`src/sv/cnp_pkg.sv`:
```
// Shared types and constants of the cpio newc stream parser.
// No dependencies; imported by every module of the block.
package cnp_pkg;

  // Result kinds on the output channel.
  localparam logic [2:0] KIND_NAME   = 3'd0;
  localparam logic [2:0] KIND_ENTRY  = 3'd1;
  localparam logic [2:0] KIND_DATA   = 3'd2;
  localparam logic [2:0] KIND_END    = 3'd3;
  localparam logic [2:0] KIND_BADHDR = 3'd4;

  // Entry types reported in a record.
  localparam logic [1:0] ETYPE_FILE  = 2'd0;
  localparam logic [1:0] ETYPE_DIR   = 2'd1;
  localparam logic [1:0] ETYPE_OTHER = 2'd2;

  // Mode field type bits.
  localparam logic [31:0] MODE_TYPE_MASK = 32'o170000;
  localparam logic [31:0] MODE_TYPE_DIR  = 32'o040000;
  localparam logic [31:0] MODE_TYPE_FILE = 32'o100000;
  localparam logic [31:0] MODE_PERM_MASK = 32'o777;

  // Header layout.
  localparam logic [6:0] HDR_LAST     = 7'd109;
  localparam logic [6:0] MAGIC_PREFIX = 7'd5;
  localparam logic [3:0] FIELD_MODE   = 4'd1;
  localparam logic [3:0] FIELD_FSIZE  = 4'd6;
  localparam logic [3:0] FIELD_NSIZE  = 4'd11;
  localparam logic [3:0] TRAILER_LAST = 4'd10;

  // Work left for the back end by one accepted byte: an optional name or
  // data byte, followed by an optional record.
  typedef struct packed {
    logic        byte_vld;
    logic        byte_is_data;
    logic [7:0]  byte_val;
    logic        rec_vld;
    logic [2:0]  rec_kind;
    logic [1:0]  entry_type;
    logic [8:0]  permissions;
    logic [31:0] file_size;
    logic [31:0] name_size;
    logic        is_dot;
  } cnp_run_t;

  // First five characters of the magic, "07070".
  function automatic logic [7:0] magic_char(input logic [2:0] idx);
    logic [7:0] c;
    c = idx[0] ? 8'h37 : 8'h30;
    return c;
  endfunction

  // "TRAILER!!!" followed by its terminating zero.
  function automatic logic [7:0] trailer_char(input logic [3:0] idx);
    logic [7:0] c;
    case (idx)
      4'd0:    c = 8'h54;
      4'd1:    c = 8'h52;
      4'd2:    c = 8'h41;
      4'd3:    c = 8'h49;
      4'd4:    c = 8'h4C;
      4'd5:    c = 8'h45;
      4'd6:    c = 8'h52;
      4'd7:    c = 8'h21;
      4'd8:    c = 8'h21;
      4'd9:    c = 8'h21;
      default: c = 8'h00;
    endcase
    return c;
  endfunction

endpackage

```
`src/sv/cnp_front.sv`:
```
// Front end of the cpio newc stream parser: accepts archive bytes, tracks
// the entry layout and decodes the header. Depends on cnp_pkg.
module cnp_front import cnp_pkg::*; (
  input  logic       clk_i,
  input  logic       rst_ni,
  input  logic       in_valid_i,
  output logic       in_ready_o,
  input  logic [7:0] byte_in_i,
  input  logic       q_full_i,
  output logic       q_push_o,
  output cnp_run_t   q_data_o
);

  localparam logic [2:0] PH_HEADER   = 3'd0;
  localparam logic [2:0] PH_NAME     = 3'd1;
  localparam logic [2:0] PH_NAME_PAD = 3'd2;
  localparam logic [2:0] PH_DATA     = 3'd3;
  localparam logic [2:0] PH_DATA_PAD = 3'd4;
  localparam logic [2:0] PH_HALT     = 3'd5;

  logic [2:0]  phase_q, phase_d;
  logic [31:0] cnt_q, cnt_d;
  logic [1:0]  off_q, off_d;
  logic        magic_q, magic_d;
  logic [31:0] acc_q, acc_d;
  logic [31:0] mode_q, mode_d;
  logic [31:0] size_q, size_d;
  logic [31:0] nsize_q, nsize_d;
  logic        trail_q, trail_d;
  logic        dot_q, dot_d;
  logic        term_q, term_d;

  logic        accept;
  logic        do_finish;
  logic [6:0]  k7;
  logic [6:0]  km6;
  logic [3:0]  field;
  logic [2:0]  digit;
  logic [31:0] hexv;
  logic [31:0] acc_new;
  logic [31:0] type_bits;
  logic [1:0]  etype;
  logic [2:0]  after_phase;
  logic [2:0]  enter_phase;
  logic [31:0] enter_cnt;
  cnp_run_t    run;

  assign in_ready_o = !q_full_i;
  assign accept     = in_valid_i && in_ready_o;

  assign k7    = cnt_q[6:0];
  assign km6   = k7 - 7'd6;
  assign field = km6[6:3];
  assign digit = km6[2:0];
  // Any byte that is not a decimal digit is taken as an upper-case hex letter.
  assign hexv  = (byte_in_i >= 8'h30 && byte_in_i <= 8'h39) ?
                 ({24'd0, byte_in_i} - 32'd48) : ({24'd0, byte_in_i} - 32'd55);
  assign acc_new = (digit == 3'd0) ? hexv : ({acc_q[27:0], 4'd0} + hexv);

  assign type_bits = mode_q & MODE_TYPE_MASK;
  always_comb begin
    if (type_bits == MODE_TYPE_FILE) begin
      etype = ETYPE_FILE;
    end else if (type_bits == MODE_TYPE_DIR) begin
      etype = ETYPE_DIR;
    end else begin
      etype = ETYPE_OTHER;
    end
  end

  assign after_phase = (off_d != 2'd0) ? PH_DATA_PAD : PH_HEADER;
  assign enter_phase = (size_q == 32'd0) ? after_phase : PH_DATA;
  assign enter_cnt   = (size_q == 32'd0) ? 32'd0 : size_q;

  always_comb begin
    phase_d   = phase_q;
    cnt_d     = cnt_q;
    off_d     = off_q;
    magic_d   = magic_q;
    acc_d     = acc_q;
    mode_d    = mode_q;
    size_d    = size_q;
    nsize_d   = nsize_q;
    trail_d   = trail_q;
    dot_d     = dot_q;
    term_d    = term_q;
    do_finish = 1'b0;
    run       = '0;

    if (accept && phase_q != PH_HALT) begin
      off_d = off_q + 2'd1;
      unique case (phase_q)
        PH_HEADER: begin
          if (k7 == 7'd0) begin
            magic_d = 1'b1;
          end
          if (k7 < MAGIC_PREFIX) begin
            if (byte_in_i != magic_char(k7[2:0])) begin
              magic_d = 1'b0;
            end
          end else if (k7 == MAGIC_PREFIX) begin
            if (byte_in_i != 8'h31 && byte_in_i != 8'h32) begin
              magic_d = 1'b0;
            end
          end else begin
            acc_d = acc_new;
            if (digit == 3'd7) begin
              if (field == FIELD_MODE) begin
                mode_d = acc_new;
              end else if (field == FIELD_FSIZE) begin
                size_d = acc_new;
              end else if (field == FIELD_NSIZE) begin
                nsize_d = acc_new;
              end
            end
          end
          cnt_d = cnt_q + 32'd1;
          if (k7 == HDR_LAST) begin
            cnt_d   = 32'd0;
            trail_d = 1'b1;
            dot_d   = 1'b1;
            term_d  = 1'b0;
            if (nsize_q == 32'd0) begin
              do_finish = 1'b1;
            end else begin
              phase_d = PH_NAME;
            end
          end
        end
        PH_NAME: begin
          if (!term_q) begin
            if (cnt_q > {28'd0, TRAILER_LAST} ||
                byte_in_i != trailer_char(cnt_q[3:0])) begin
              trail_d = 1'b0;
            end
            if (cnt_q > 32'd1 || byte_in_i != (cnt_q[0] ? 8'h00 : 8'h2E)) begin
              dot_d = 1'b0;
            end
            if (byte_in_i == 8'h00) begin
              term_d = 1'b1;
            end
          end
          run.byte_vld = 1'b1;
          run.byte_val = byte_in_i;
          cnt_d = cnt_q + 32'd1;
          if (cnt_d == nsize_q) begin
            do_finish = 1'b1;
          end
        end
        PH_NAME_PAD: begin
          if (off_d == 2'd0) begin
            phase_d = enter_phase;
            cnt_d   = enter_cnt;
          end
        end
        PH_DATA: begin
          if (etype == ETYPE_FILE) begin
            run.byte_vld     = 1'b1;
            run.byte_is_data = 1'b1;
            run.byte_val     = byte_in_i;
          end
          cnt_d = cnt_q - 32'd1;
          if (cnt_q == 32'd1) begin
            phase_d = after_phase;
            cnt_d   = 32'd0;
          end
        end
        PH_DATA_PAD: begin
          if (off_d == 2'd0) begin
            phase_d = PH_HEADER;
            cnt_d   = 32'd0;
          end
        end
        default: begin
          phase_d = PH_HALT;
        end
      endcase

      // End of the name: the trailer wins over a bad magic.
      if (do_finish) begin
        run.rec_vld = 1'b1;
        if (trail_d && term_d) begin
          run.rec_kind = KIND_END;
          phase_d      = PH_HALT;
        end else if (!magic_d) begin
          run.rec_kind = KIND_BADHDR;
          phase_d      = PH_HALT;
        end else begin
          run.rec_kind    = KIND_ENTRY;
          run.entry_type  = etype;
          run.permissions = 9'(mode_q & MODE_PERM_MASK);
          run.file_size   = size_q;
          run.name_size   = nsize_q;
          run.is_dot      = dot_d && term_d;
          if (off_d != 2'd0) begin
            phase_d = PH_NAME_PAD;
          end else begin
            phase_d = enter_phase;
            cnt_d   = enter_cnt;
          end
        end
      end
    end
  end

  assign q_push_o = accept && (run.byte_vld || run.rec_vld);
  assign q_data_o = run;

  always_ff @(posedge clk_i or negedge rst_ni) begin
    if (!rst_ni) begin
      phase_q <= PH_HEADER;
      cnt_q   <= '0;
      off_q   <= '0;
      magic_q <= 1'b1;
      acc_q   <= '0;
      mode_q  <= '0;
      size_q  <= '0;
      nsize_q <= '0;
      trail_q <= 1'b1;
      dot_q   <= 1'b1;
      term_q  <= 1'b0;
    end else begin
      phase_q <= phase_d;
      cnt_q   <= cnt_d;
      off_q   <= off_d;
      magic_q <= magic_d;
      acc_q   <= acc_d;
      mode_q  <= mode_d;
      size_q  <= size_d;
      nsize_q <= nsize_d;
      trail_q <= trail_d;
      dot_q   <= dot_d;
      term_q  <= term_d;
    end
  end

  a_halt_silent: assert property (@(posedge clk_i) disable iff (!rst_ni)
    phase_q == PH_HALT |-> !q_push_o)
    else $error("front produced work after halting");

  a_header_bounded: assert property (@(posedge clk_i) disable iff (!rst_ni)
    phase_q == PH_HEADER |-> cnt_q <= {25'd0, HDR_LAST})
    else $error("header counter ran past the header");

endmodule

```
`src/sv/cnp_queue.sv`:
```
// Short queue of per-byte work between the front and back ends of the
// cpio newc stream parser. Depends on cnp_pkg.
module cnp_queue import cnp_pkg::*; #(
  parameter int unsigned Depth = 4
) (
  input  logic     clk_i,
  input  logic     rst_ni,
  input  logic     push_i,
  input  cnp_run_t push_data_i,
  output logic     full_o,
  input  logic     pop_i,
  output logic     empty_o,
  output cnp_run_t head_o
);

  localparam int unsigned PtrW = (Depth > 1) ? $clog2(Depth) : 1;
  localparam int unsigned CntW = $clog2(Depth + 1);
  localparam logic [PtrW-1:0] PtrLast = PtrW'(Depth - 1);
  localparam logic [CntW-1:0] CntFull = CntW'(Depth);

  cnp_run_t        mem_q [Depth];
  logic [PtrW-1:0] wr_ptr_q, wr_ptr_d;
  logic [PtrW-1:0] rd_ptr_q, rd_ptr_d;
  logic [CntW-1:0] cnt_q, cnt_d;
  logic            do_push;
  logic            do_pop;

  assign full_o  = (cnt_q == CntFull);
  assign empty_o = (cnt_q == '0);
  assign head_o  = mem_q[rd_ptr_q];
  assign do_push = push_i && !full_o;
  assign do_pop  = pop_i && !empty_o;

  always_comb begin
    wr_ptr_d = wr_ptr_q;
    rd_ptr_d = rd_ptr_q;
    cnt_d    = cnt_q;
    if (do_push) begin
      wr_ptr_d = (wr_ptr_q == PtrLast) ? '0 : wr_ptr_q + 1'b1;
    end
    if (do_pop) begin
      rd_ptr_d = (rd_ptr_q == PtrLast) ? '0 : rd_ptr_q + 1'b1;
    end
    if (do_push && !do_pop) begin
      cnt_d = cnt_q + 1'b1;
    end else if (do_pop && !do_push) begin
      cnt_d = cnt_q - 1'b1;
    end
  end

  always_ff @(posedge clk_i) begin
    if (do_push) begin
      mem_q[wr_ptr_q] <= push_data_i;
    end
  end

  always_ff @(posedge clk_i or negedge rst_ni) begin
    if (!rst_ni) begin
      wr_ptr_q <= '0;
      rd_ptr_q <= '0;
      cnt_q    <= '0;
    end else begin
      wr_ptr_q <= wr_ptr_d;
      rd_ptr_q <= rd_ptr_d;
      cnt_q    <= cnt_d;
    end
  end

  a_cnt_bounded: assert property (@(posedge clk_i) disable iff (!rst_ni)
    cnt_q <= CntFull)
    else $error("queue fill count exceeds its depth");

  a_no_overflow: assert property (@(posedge clk_i) disable iff (!rst_ni)
    push_i |-> !full_o)
    else $error("work pushed into a full queue");

endmodule

```
`src/sv/cnp_back.sv`:
```
// Back end of the cpio newc stream parser: turns queued work into result
// items and holds them in the output register. Depends on cnp_pkg.
module cnp_back import cnp_pkg::*; (
  input  logic        clk_i,
  input  logic        rst_ni,
  input  logic        q_empty_i,
  input  cnp_run_t    q_head_i,
  output logic        q_pop_o,
  output logic        out_valid_o,
  input  logic        out_ready_i,
  output logic [2:0]  kind_o,
  output logic [7:0]  byte_value_o,
  output logic [1:0]  entry_type_o,
  output logic [8:0]  permissions_o,
  output logic [31:0] file_size_o,
  output logic [31:0] name_size_o,
  output logic        is_dot_entry_o,
  output logic        last_of_run_o
);

  logic        valid_q, valid_d;
  logic        second_q, second_d;
  logic [2:0]  kind_q, kind_d;
  logic [7:0]  bval_q, bval_d;
  logic [1:0]  etype_q, etype_d;
  logic [8:0]  perm_q, perm_d;
  logic [31:0] fsize_q, fsize_d;
  logic [31:0] nsize_q, nsize_d;
  logic        dot_q, dot_d;
  logic        last_q, last_d;
  logic        load;

  assign load = !valid_q || out_ready_i;

  always_comb begin
    valid_d  = valid_q;
    second_d = second_q;
    kind_d   = kind_q;
    bval_d   = bval_q;
    etype_d  = etype_q;
    perm_d   = perm_q;
    fsize_d  = fsize_q;
    nsize_d  = nsize_q;
    dot_d    = dot_q;
    last_d   = last_q;
    q_pop_o  = 1'b0;
    if (load) begin
      valid_d = !q_empty_i;
      if (!q_empty_i) begin
        if (q_head_i.byte_vld && !second_q) begin
          // The byte goes first; a record behind it keeps the work queued.
          kind_d   = q_head_i.byte_is_data ? KIND_DATA : KIND_NAME;
          bval_d   = q_head_i.byte_val;
          etype_d  = '0;
          perm_d   = '0;
          fsize_d  = '0;
          nsize_d  = '0;
          dot_d    = 1'b0;
          last_d   = !q_head_i.rec_vld;
          second_d = q_head_i.rec_vld;
          q_pop_o  = !q_head_i.rec_vld;
        end else begin
          kind_d   = q_head_i.rec_kind;
          bval_d   = '0;
          etype_d  = q_head_i.entry_type;
          perm_d   = q_head_i.permissions;
          fsize_d  = q_head_i.file_size;
          nsize_d  = q_head_i.name_size;
          dot_d    = q_head_i.is_dot;
          last_d   = 1'b1;
          second_d = 1'b0;
          q_pop_o  = 1'b1;
        end
      end
    end
  end

  always_ff @(posedge clk_i or negedge rst_ni) begin
    if (!rst_ni) begin
      valid_q  <= 1'b0;
      second_q <= 1'b0;
    end else begin
      valid_q  <= valid_d;
      second_q <= second_d;
    end
  end

  always_ff @(posedge clk_i) begin
    kind_q  <= kind_d;
    bval_q  <= bval_d;
    etype_q <= etype_d;
    perm_q  <= perm_d;
    fsize_q <= fsize_d;
    nsize_q <= nsize_d;
    dot_q   <= dot_d;
    last_q  <= last_d;
  end

  assign out_valid_o    = valid_q;
  assign kind_o         = kind_q;
  assign byte_value_o   = bval_q;
  assign entry_type_o   = etype_q;
  assign permissions_o  = perm_q;
  assign file_size_o    = fsize_q;
  assign name_size_o    = nsize_q;
  assign is_dot_entry_o = dot_q;
  assign last_of_run_o  = last_q;

  a_second_queued: assert property (@(posedge clk_i) disable iff (!rst_ni)
    second_q |-> !q_empty_i)
    else $error("record pending but its work left the queue");

  a_second_after_byte: assert property (@(posedge clk_i) disable iff (!rst_ni)
    second_q |-> valid_q && !last_q)
    else $error("record pending without an unfinished byte shown");

endmodule

```
`src/sv/cpio_newc_stream_parser.sv`:
```
// Top level of the cpio newc stream parser: front end, work queue and
// back end. Depends on cnp_pkg, cnp_front, cnp_queue and cnp_back.
//
//   channel | signals                          | direction
//   input   | in_valid_i, in_ready_o, byte_in_i | one archive byte per item
//   output  | out_valid_o, out_ready_i, fields  | one result per item
//
// One archive byte is accepted per cycle while the work queue has room.
// A byte that ends a name gives two results, which the output register
// delivers one after the other; this back end port sets the result rate.
// Bytes that give no result never enter the queue.
// Reset clears all control state at once; no clearing pass is needed.
// A stalled output fills the QueueDepth-entry queue before input stalls.
module cpio_newc_stream_parser import cnp_pkg::*; #(
  parameter int unsigned QueueDepth = 4
) (
  input  logic        clk_i,
  input  logic        rst_ni,
  input  logic        in_valid_i,
  output logic        in_ready_o,
  input  logic [7:0]  byte_in_i,
  output logic        out_valid_o,
  input  logic        out_ready_i,
  output logic [2:0]  kind_o,
  output logic [7:0]  byte_value_o,
  output logic [1:0]  entry_type_o,
  output logic [8:0]  permissions_o,
  output logic [31:0] file_size_o,
  output logic [31:0] name_size_o,
  output logic        is_dot_entry_o,
  output logic        last_of_run_o
);

  logic     q_full;
  logic     q_push;
  logic     q_pop;
  logic     q_empty;
  cnp_run_t q_in;
  cnp_run_t q_head;

  cnp_front u_front (
    .clk_i      (clk_i),
    .rst_ni     (rst_ni),
    .in_valid_i (in_valid_i),
    .in_ready_o (in_ready_o),
    .byte_in_i  (byte_in_i),
    .q_full_i   (q_full),
    .q_push_o   (q_push),
    .q_data_o   (q_in)
  );

  cnp_queue #(
    .Depth (QueueDepth)
  ) u_queue (
    .clk_i       (clk_i),
    .rst_ni      (rst_ni),
    .push_i      (q_push),
    .push_data_i (q_in),
    .full_o      (q_full),
    .pop_i       (q_pop),
    .empty_o     (q_empty),
    .head_o      (q_head)
  );

  cnp_back u_back (
    .clk_i          (clk_i),
    .rst_ni         (rst_ni),
    .q_empty_i      (q_empty),
    .q_head_i       (q_head),
    .q_pop_o        (q_pop),
    .out_valid_o    (out_valid_o),
    .out_ready_i    (out_ready_i),
    .kind_o         (kind_o),
    .byte_value_o   (byte_value_o),
    .entry_type_o   (entry_type_o),
    .permissions_o  (permissions_o),
    .file_size_o    (file_size_o),
    .name_size_o    (name_size_o),
    .is_dot_entry_o (is_dot_entry_o),
    .last_of_run_o  (last_of_run_o)
  );

endmodule

```
`config.mk`:
```
export PLATFORM = sky130hd
export DESIGN_NAME = cpio_newc_stream_parser
export DESIGN_NICKNAME = d
export VERILOG_FILES = /design/src/sv/cnp_pkg.sv /design/src/sv/cnp_front.sv /design/src/sv/cnp_queue.sv /design/src/sv/cnp_back.sv /design/src/sv/cpio_newc_stream_parser.sv
export SDC_FILE = /design/constraint.sdc
export NUM_CORES = 1
export LEC_CHECK = 0
export ABC_AREA = 1
export BUFFER_PORTS_ARGS = -buffer_cell sky130_fd_sc_hd__buf_4
export CAP_MARGIN = 20
export CORE_MARGIN = 5
export CORE_UTILIZATION = 57
export DETAILED_ROUTE_END_ITERATION = 8
export PLACE_DENSITY_LB_ADDON = 0.2
export SLEW_MARGIN = 5
export SYNTH_ARGS = -nofsm -noshare
export SYNTH_HDL_FRONTEND = slang
export SYNTH_SLANG_ARGS = --single-unit
```
`constraint.sdc`:
```
create_clock -name clk_i -period 6.2 [get_ports clk_i]
set_input_delay 1.24 -clock clk_i [delete_from_list [all_inputs] [get_ports clk_i]]
set_output_delay 1.24 -clock clk_i [all_outputs]
set_load 0.05 [all_outputs]
```
-- Yosys cells after proc, flatten, opt, wreduce, memory -nomap -nowiden
Memory sizes are Yosys's and may differ from the RTL's.
Cells that the tools add are included.
- bits in registers: 246
- bits in writable memories: 360
- memory bits (read-only): 112
- output and inout bits: 90
- word-level logic and storage cells: 198
- memories: 2
- memories (name ; words ; bits a word ; rd ports ; clocked after Yosys merged registers in ; wr ports ; RTL line ; RTL):
    u_queue.mem_q ; 4 ; 90 ; 1 ; 0 ; 1 ; cnp_queue.sv:21 ; cnp_run_t mem_q [Depth];
    (no name shown) ; 16 ; 7 ; 1 ; 0 ; 0 ; cnp_pkg.sv:56 ; case (idx)
- $add $sub $neg: 11
- $lt $le $gt $ge: 5
- equal/unequal tests: 29
- multiplexer cells: 81
- bitwise operators: 5
- reduce and logical (&&, ||, !) cells: 41
- operators by type and width (operator ; count):
    $mux 32 ; 11
    $pmux 32 s5 ; 1
    $mux 76 ; 2
    $mux 90 ; 1
    $mux 80 ; 1
    $logic_not 32->1 ; 2
    $mux 3 ; 17
    $add 32x1->32 const B ; 1
    $add 32x32->32 ; 1
    $eq 32x1->1 const B ; 1
    $eq 32x32->1 ; 1
    $gt 32x1->1 const B ; 1
    $gt 32x4->1 const B ; 1
    $sub 32x1->32 const B ; 1
    $mux 1 ; 30
    $mux 8 ; 3
    $ne 8x8->1 ; 3
    $sub 8x6->9 const B ; 2
    $ne 8x6->1 const B ; 2
    $pmux 8 s2 ; 1
    $pmux 3 s5 ; 1
    $reduce_and 7->1 ; 2
    $logic_and 1x1->1 ; 12
    $mux 2 ; 6
    34 further kinds ; 68

-- Longest topological paths before layout
- depth in word-level cells: 22
- depth in mapped cells: 26
- depth with buffers taken out: 26

-- Hierarchy
Synthesis repeated with hierarchy kept, for this count alone.
- cell total of the unflattened synthesis: 3948
- area, all modules: 33238.1 µm²
- modules (own cells, without submodules) (module ; times used ; cells an instance ; area an instance (µm²) ; seq. area each (µm²)):
    cnp_front ; 1 ; 2548 ; 14980.6 ; 3657.3
    cnp_queue ; 1 ; 1110 ; 14697.8 ; 10985.5
    cnp_back ; 1 ; 290 ; 3559.7 ; 2692.6

-- Least setup slack after synthesis
No wires, ideal clock.
- path type: reg2reg
- start: register u_front.cnt_q[1]
- end: memory u_queue.mem_q[0][0] (netlist name) (enable)
- setup time: 0.541 ns
- data arrival time: 6.073 ns
- required time: 5.659 ns
- setup slack: -0.414 ns
- stages on the path, launching flop included: 19
- path buffers: 0
- path through: dfrtp_1 ha_1 inv_1 nor2_4 nand2_1 nor2_1 nand2_1 nand3_1 and2_1 nand2_1 nor2_1 nand2_1 nor2_2 nand4_4 nand2_4 nand2_2 nand2_2 inv_2 nor2_1
- longest elaborated chain between the ends: 12
- elaborated cells between the ends (all ways): 14
- classes of those cells: 1 x add/sub; 2 x eq/ne; 8 x mux; 3 x reduce/logical
- RTL lines (what ; RTL line ; RTL):
    from (decl) ; cnp_front.sv:22 ; logic [31:0] cnt_q, cnt_d;
    from (signal assigned) ; cnp_front.sv:224 ; cnt_q <= cnt_d;
    $add 32x1->32 ; cnp_front.sv:145 ; cnt_d = cnt_q + 32'd1;
    $eq 32x32->1 ; cnp_front.sv:146 ; if (cnt_d == nsize_q) begin
    $mux 1 ; cnp_front.sv:146 ;
    $pmux 1 s2 (*) ; cnp_front.sv:92 ; unique case (phase_q)
    $mux 1 (*) ; cnp_front.sv:90 ; if (accept && phase_q != PH_HALT) begin
    $mux 80 (*) ; cnp_front.sv:180 ; if (do_finish) begin
    $mux 90 (*) ; cnp_front.sv:90 ;
    $logic_or 1x1->1 (*) ; cnp_front.sv:206 ; assign q_push_o = accept && (run.byte_vld || run.rec_vld);
    $logic_and 1x1->1 (*) ; cnp_front.sv:206 ;
    $logic_and 1x1->1 (*) ; cnp_queue.sv:31 ; assign do_push = push_i && !full_o;
    via u_queue.do_push ; cnp_queue.sv:25 ; logic do_push;
    $mux 1 (*) ; cnp_queue.sv:52 ; if (do_push) begin
    $mux 1 (implied by the code) (*) ; cnp_queue.sv:53 ; mem_q[wr_ptr_q] <= push_data_i;
    to (decl) ; cnp_queue.sv:21 ;
The timed path passes the listed nets; every way through them passes the cells marked *. The select of a mux whose other input is x is not followed.

-- Final worst setup path
- start: input port byte_in_i[0]
- end: register u_front.nsize_q[19]
- longest elaborated chain between the ends: 5
- elaborated cells between the ends (all ways): 8
- classes of those cells: 3 x add/sub; 2 x order compare; 2 x mux; 1 x reduce/logical
- RTL lines (what ; RTL line ; RTL):
    from (decl) ; cpio_newc_stream_parser.sv:21 ; input logic [7:0] byte_in_i,
    $ge 8x6->1 or $le 8x6->1 (tied branches) ; cnp_front.sv:56 ; assign hexv = (byte_in_i >= 8'h30 && byte_in_i <= 8'h39) ?
    $logic_and 1x1->1 ; cnp_front.sv:56 ;
    $mux 32 (*) ; cnp_front.sv:56 ;
    $add 32x32->32 ; cnp_front.sv:58 ; assign acc_new = (digit == 3'd0) ? hexv : ({acc_q[27:0], 4'd0} + hexv);
    $mux 32 (*) ; cnp_front.sv:58 ;
    to (signal assigned) ; cnp_front.sv:230 ; nsize_q <= nsize_d;
    to (decl) ; cnp_front.sv:28 ; logic [31:0] nsize_q, nsize_d;
Mark *: on every way between the ends. The rest lies on a longest branch, timed or not.
A chain may end at the register's enable or synchronous reset.

==> run_results.csv <==
group,metric,value,unit
floorplanning,dieWidth,246,um
global_route,grt_use_met1,0.454,
layout,n_antenna_cell,0,
global_route,antenna_found_initial,1,
worst_setup_path,r2r_slack,1.39,ns
routing,drt_iter0_markers,3602,
timing,finalSetupTns,0,ns
layout,nNetsFinal,3878,
timing,setup_viol,0,
placed_design,place_area,0.0334,sq mm
synthesis,synth_ff_type,"edfxtp_1",
placed_design,io_buffers,101,
worst_setup_path,cp_max_fo,7,
timing,whs,0.490,ns
cts,cts_root_buf,"clkbuf_16",
layout,final_cell_area,0.0354,sq mm
timing,hold_viol_final,0,
placed_design,dp_hpwl,67300,um
power,leakage,14.3,nW
min_path,hp-class,"register to register",
power,irDropWorstVdd,349,uV
synthesis,syn_nets,3831,
synthesis,synth_edf_count,448,
global_route,track_usage,0.316,
synthesis,yosys.cell_types.count,60,
cts,ctsResizeCount,0,
routing,vias_per_cell,5.89,
layout,drive_gt1_frac,0.0879,
timing,relSlewSlack,0.216,
global_route,met2_usage,0.466,
power,power,14.3,mW
min_path,hold_path_depth,2,
cts,cts_tree,"yes",
global_route,grtUsageMet3,0.0683,
layout,layout_commonest_cell,"nand2_1",
global_route,grt_overflow,0,
synthesis,yosys_warnings,0,
timing,setup_slack,1.38,ns
timing,fin_crit,4.82,ns
synthesis,yosysSeqAreaShare,0.546,
placed_design,pre_cts_ws,0.842,ns
synthesis,syn_inst,3767,
worst_setup_path,crit_path_end_kind,"register",
timing,fin_crit_sh,0.777,
floorplanning,boundaryPins,102,
placed_design,gp_congestion,1.12,
routing,drc,0,
synthesis,syn_avg_cell_area,8.43,sq um
run_status,status,"finished, final reports clean",
cts,cts-buffers-inserted,61,
synthesis,ys_async_sr_fraction,0.257,
timing,rsz0062_at_grt,"false",
layout,final_core_util,0.642,
global_route,grt_busiest_layer,"met2",
global_route,grt_max_degree,109,
timing,worst_pin_slew,1.17,ns
timing,clock.fmax,208,MHz
cts,clk_path_buf_depth,3,
cts,post_cts_buffers,0,
worst_setup_path,crit_arrival,5.32,ns
synthesis,ys_ff_latch,603,
global_route,grt_pass1_vias,24955,
floorplanning,rows,86,
worst_setup_path,r2r_cells,16,
run,max_cap_viol_count,0,
global_route,grt_pass1_wl,148000,um
timing,skew,0.0440,ns
worst_setup_path,slowest_stage,"o21ai_0",
layout,area_delta_synth_final,11.6,%
power,p_per_area,404,mW/mm^2
cts,clkSinkCount,603,
routing,vias,27199,
layout,most-common-layout-cells,"nand2_1 (1089), nor2_1 (511), edfxtp_1 (448), o21ai_0 (339), inv_1 (314)",
worst_setup_path,cp-start-kind,"input port",
routing,antenna_left,0,
routing,firstDrtPassIters,6,
routing,wl_per_cell,21.1,um
cts,hold_buffers,0,
synthesis,netlist_area,0.0318,sq mm
worst_setup_path,critPathKind,"input port to register",
floorplanning,floorplan.initialDensity,0.575,
floorplanning,die-height,246,um
worst_setup_path,cp_data_required_time,6.71,ns
cts,cts_htree_levels,2,
floorplanning,coreArea,0.0552,sq mm
layout,instances_no_fill,4615,
cts,clkTransAtPathRegs,0.07,ns
floorplanning,die-area,0.0605,sq mm
placed_design,dp.cells,4499,
worst_setup_path,crit_path_frequent_cell,"nand2_1",
cts,insertion_delay,0.65,ns
worst_setup_path,max_stage_delay,0.44,ns
timing,slew_viol_final,0,
routing,drt-total-wl,97400,um
==> sequential cells by signal (all words and copies together) (netlist names), 13 cells and up <==
name	count
u_back.file_size_o	32
u_back.name_size_o	32
u_front.acc_q	28
u_front.cnt_q	32
u_front.mode_q	13
u_front.nsize_q	32
u_front.size_q	32
u_queue.mem_q	360
==> metal layers <==
metal	vias to the layer above	wire length, um
li1	12623	-
met1	12716	38700
met2	1568	42000
met3	290	11300
met4	2	5400
met5	-	20
==> worst max-delay path: cells and delay by family <==
kind                     cells  cell delay [ns]
AO/OA/AOI/OAI                6             1.44
XOR/XNOR                     1             0.29
adder cells (fa/ha/maj)      2             0.55
buffers and inverters        3             0.39
AND/OR/NAND/NOR             13             1.41
==> power breakdown <==
part           total (mW)  switching [mW]  internal [mW]
logic                5.21            3.85           1.36
clock network        3.77            1.59           2.18
registers            5.35           0.399           4.95
==> cells by family after synthesis <==
kind of cell               share of synthesized area
AOI/OAI and AO/OA                             0.0981
DFF                                            0.546
adders and majority gates                     0.0210
and+or+nand+nor                                0.260
muxes                                       0.000355
buffers and inverters                         0.0647
xor gates and xnor gates                     0.00981
==> area by class of cell <==
class	count	area (sq um)
multi-input combinational	2650	12500
fill	4613	19800
inverter	333	1250
clock buffer	76	1600
tap	748	936
timing repair buffer	165	1380
sequential	603	17300
clock inverter	40	478
==> worst paths after layout <==
check,startpoint,to
worst max-delay path,byte_in_i[0],u_front.nsize_q[19]
worst min-delay path,u_front.trail_q,u_front.trail_q
worst max register to register,u_front.cnt_q[0],u_queue.mem_q[0][64]
worst min register to register,u_front.trail_q,u_front.trail_q
max in group asynchronous,rst_ni,u_queue.rd_ptr_q[0]
min in group asynchronous,rst_ni,u_front.acc_q[11]
==> cells in the mapped netlist, drive strengths merged (16+ instances only) <==
cell    count  area [sq um]
a21oi      71           355
and2       16           100
buf        64           365
clkbuf    117           440
dfrtp     152          3800
edfxtp    448         13500
ha         50           626
inv       326          1220
nand2    1096          4140
nand3     223          1140
nand4      56           365
nor2      543          2140
nor3       25           141
nor4       19           140
o21ai     351          1760
o22ai      87           544
xor2       26           228
No activity file was read; power rests on OpenSTA's default activity.
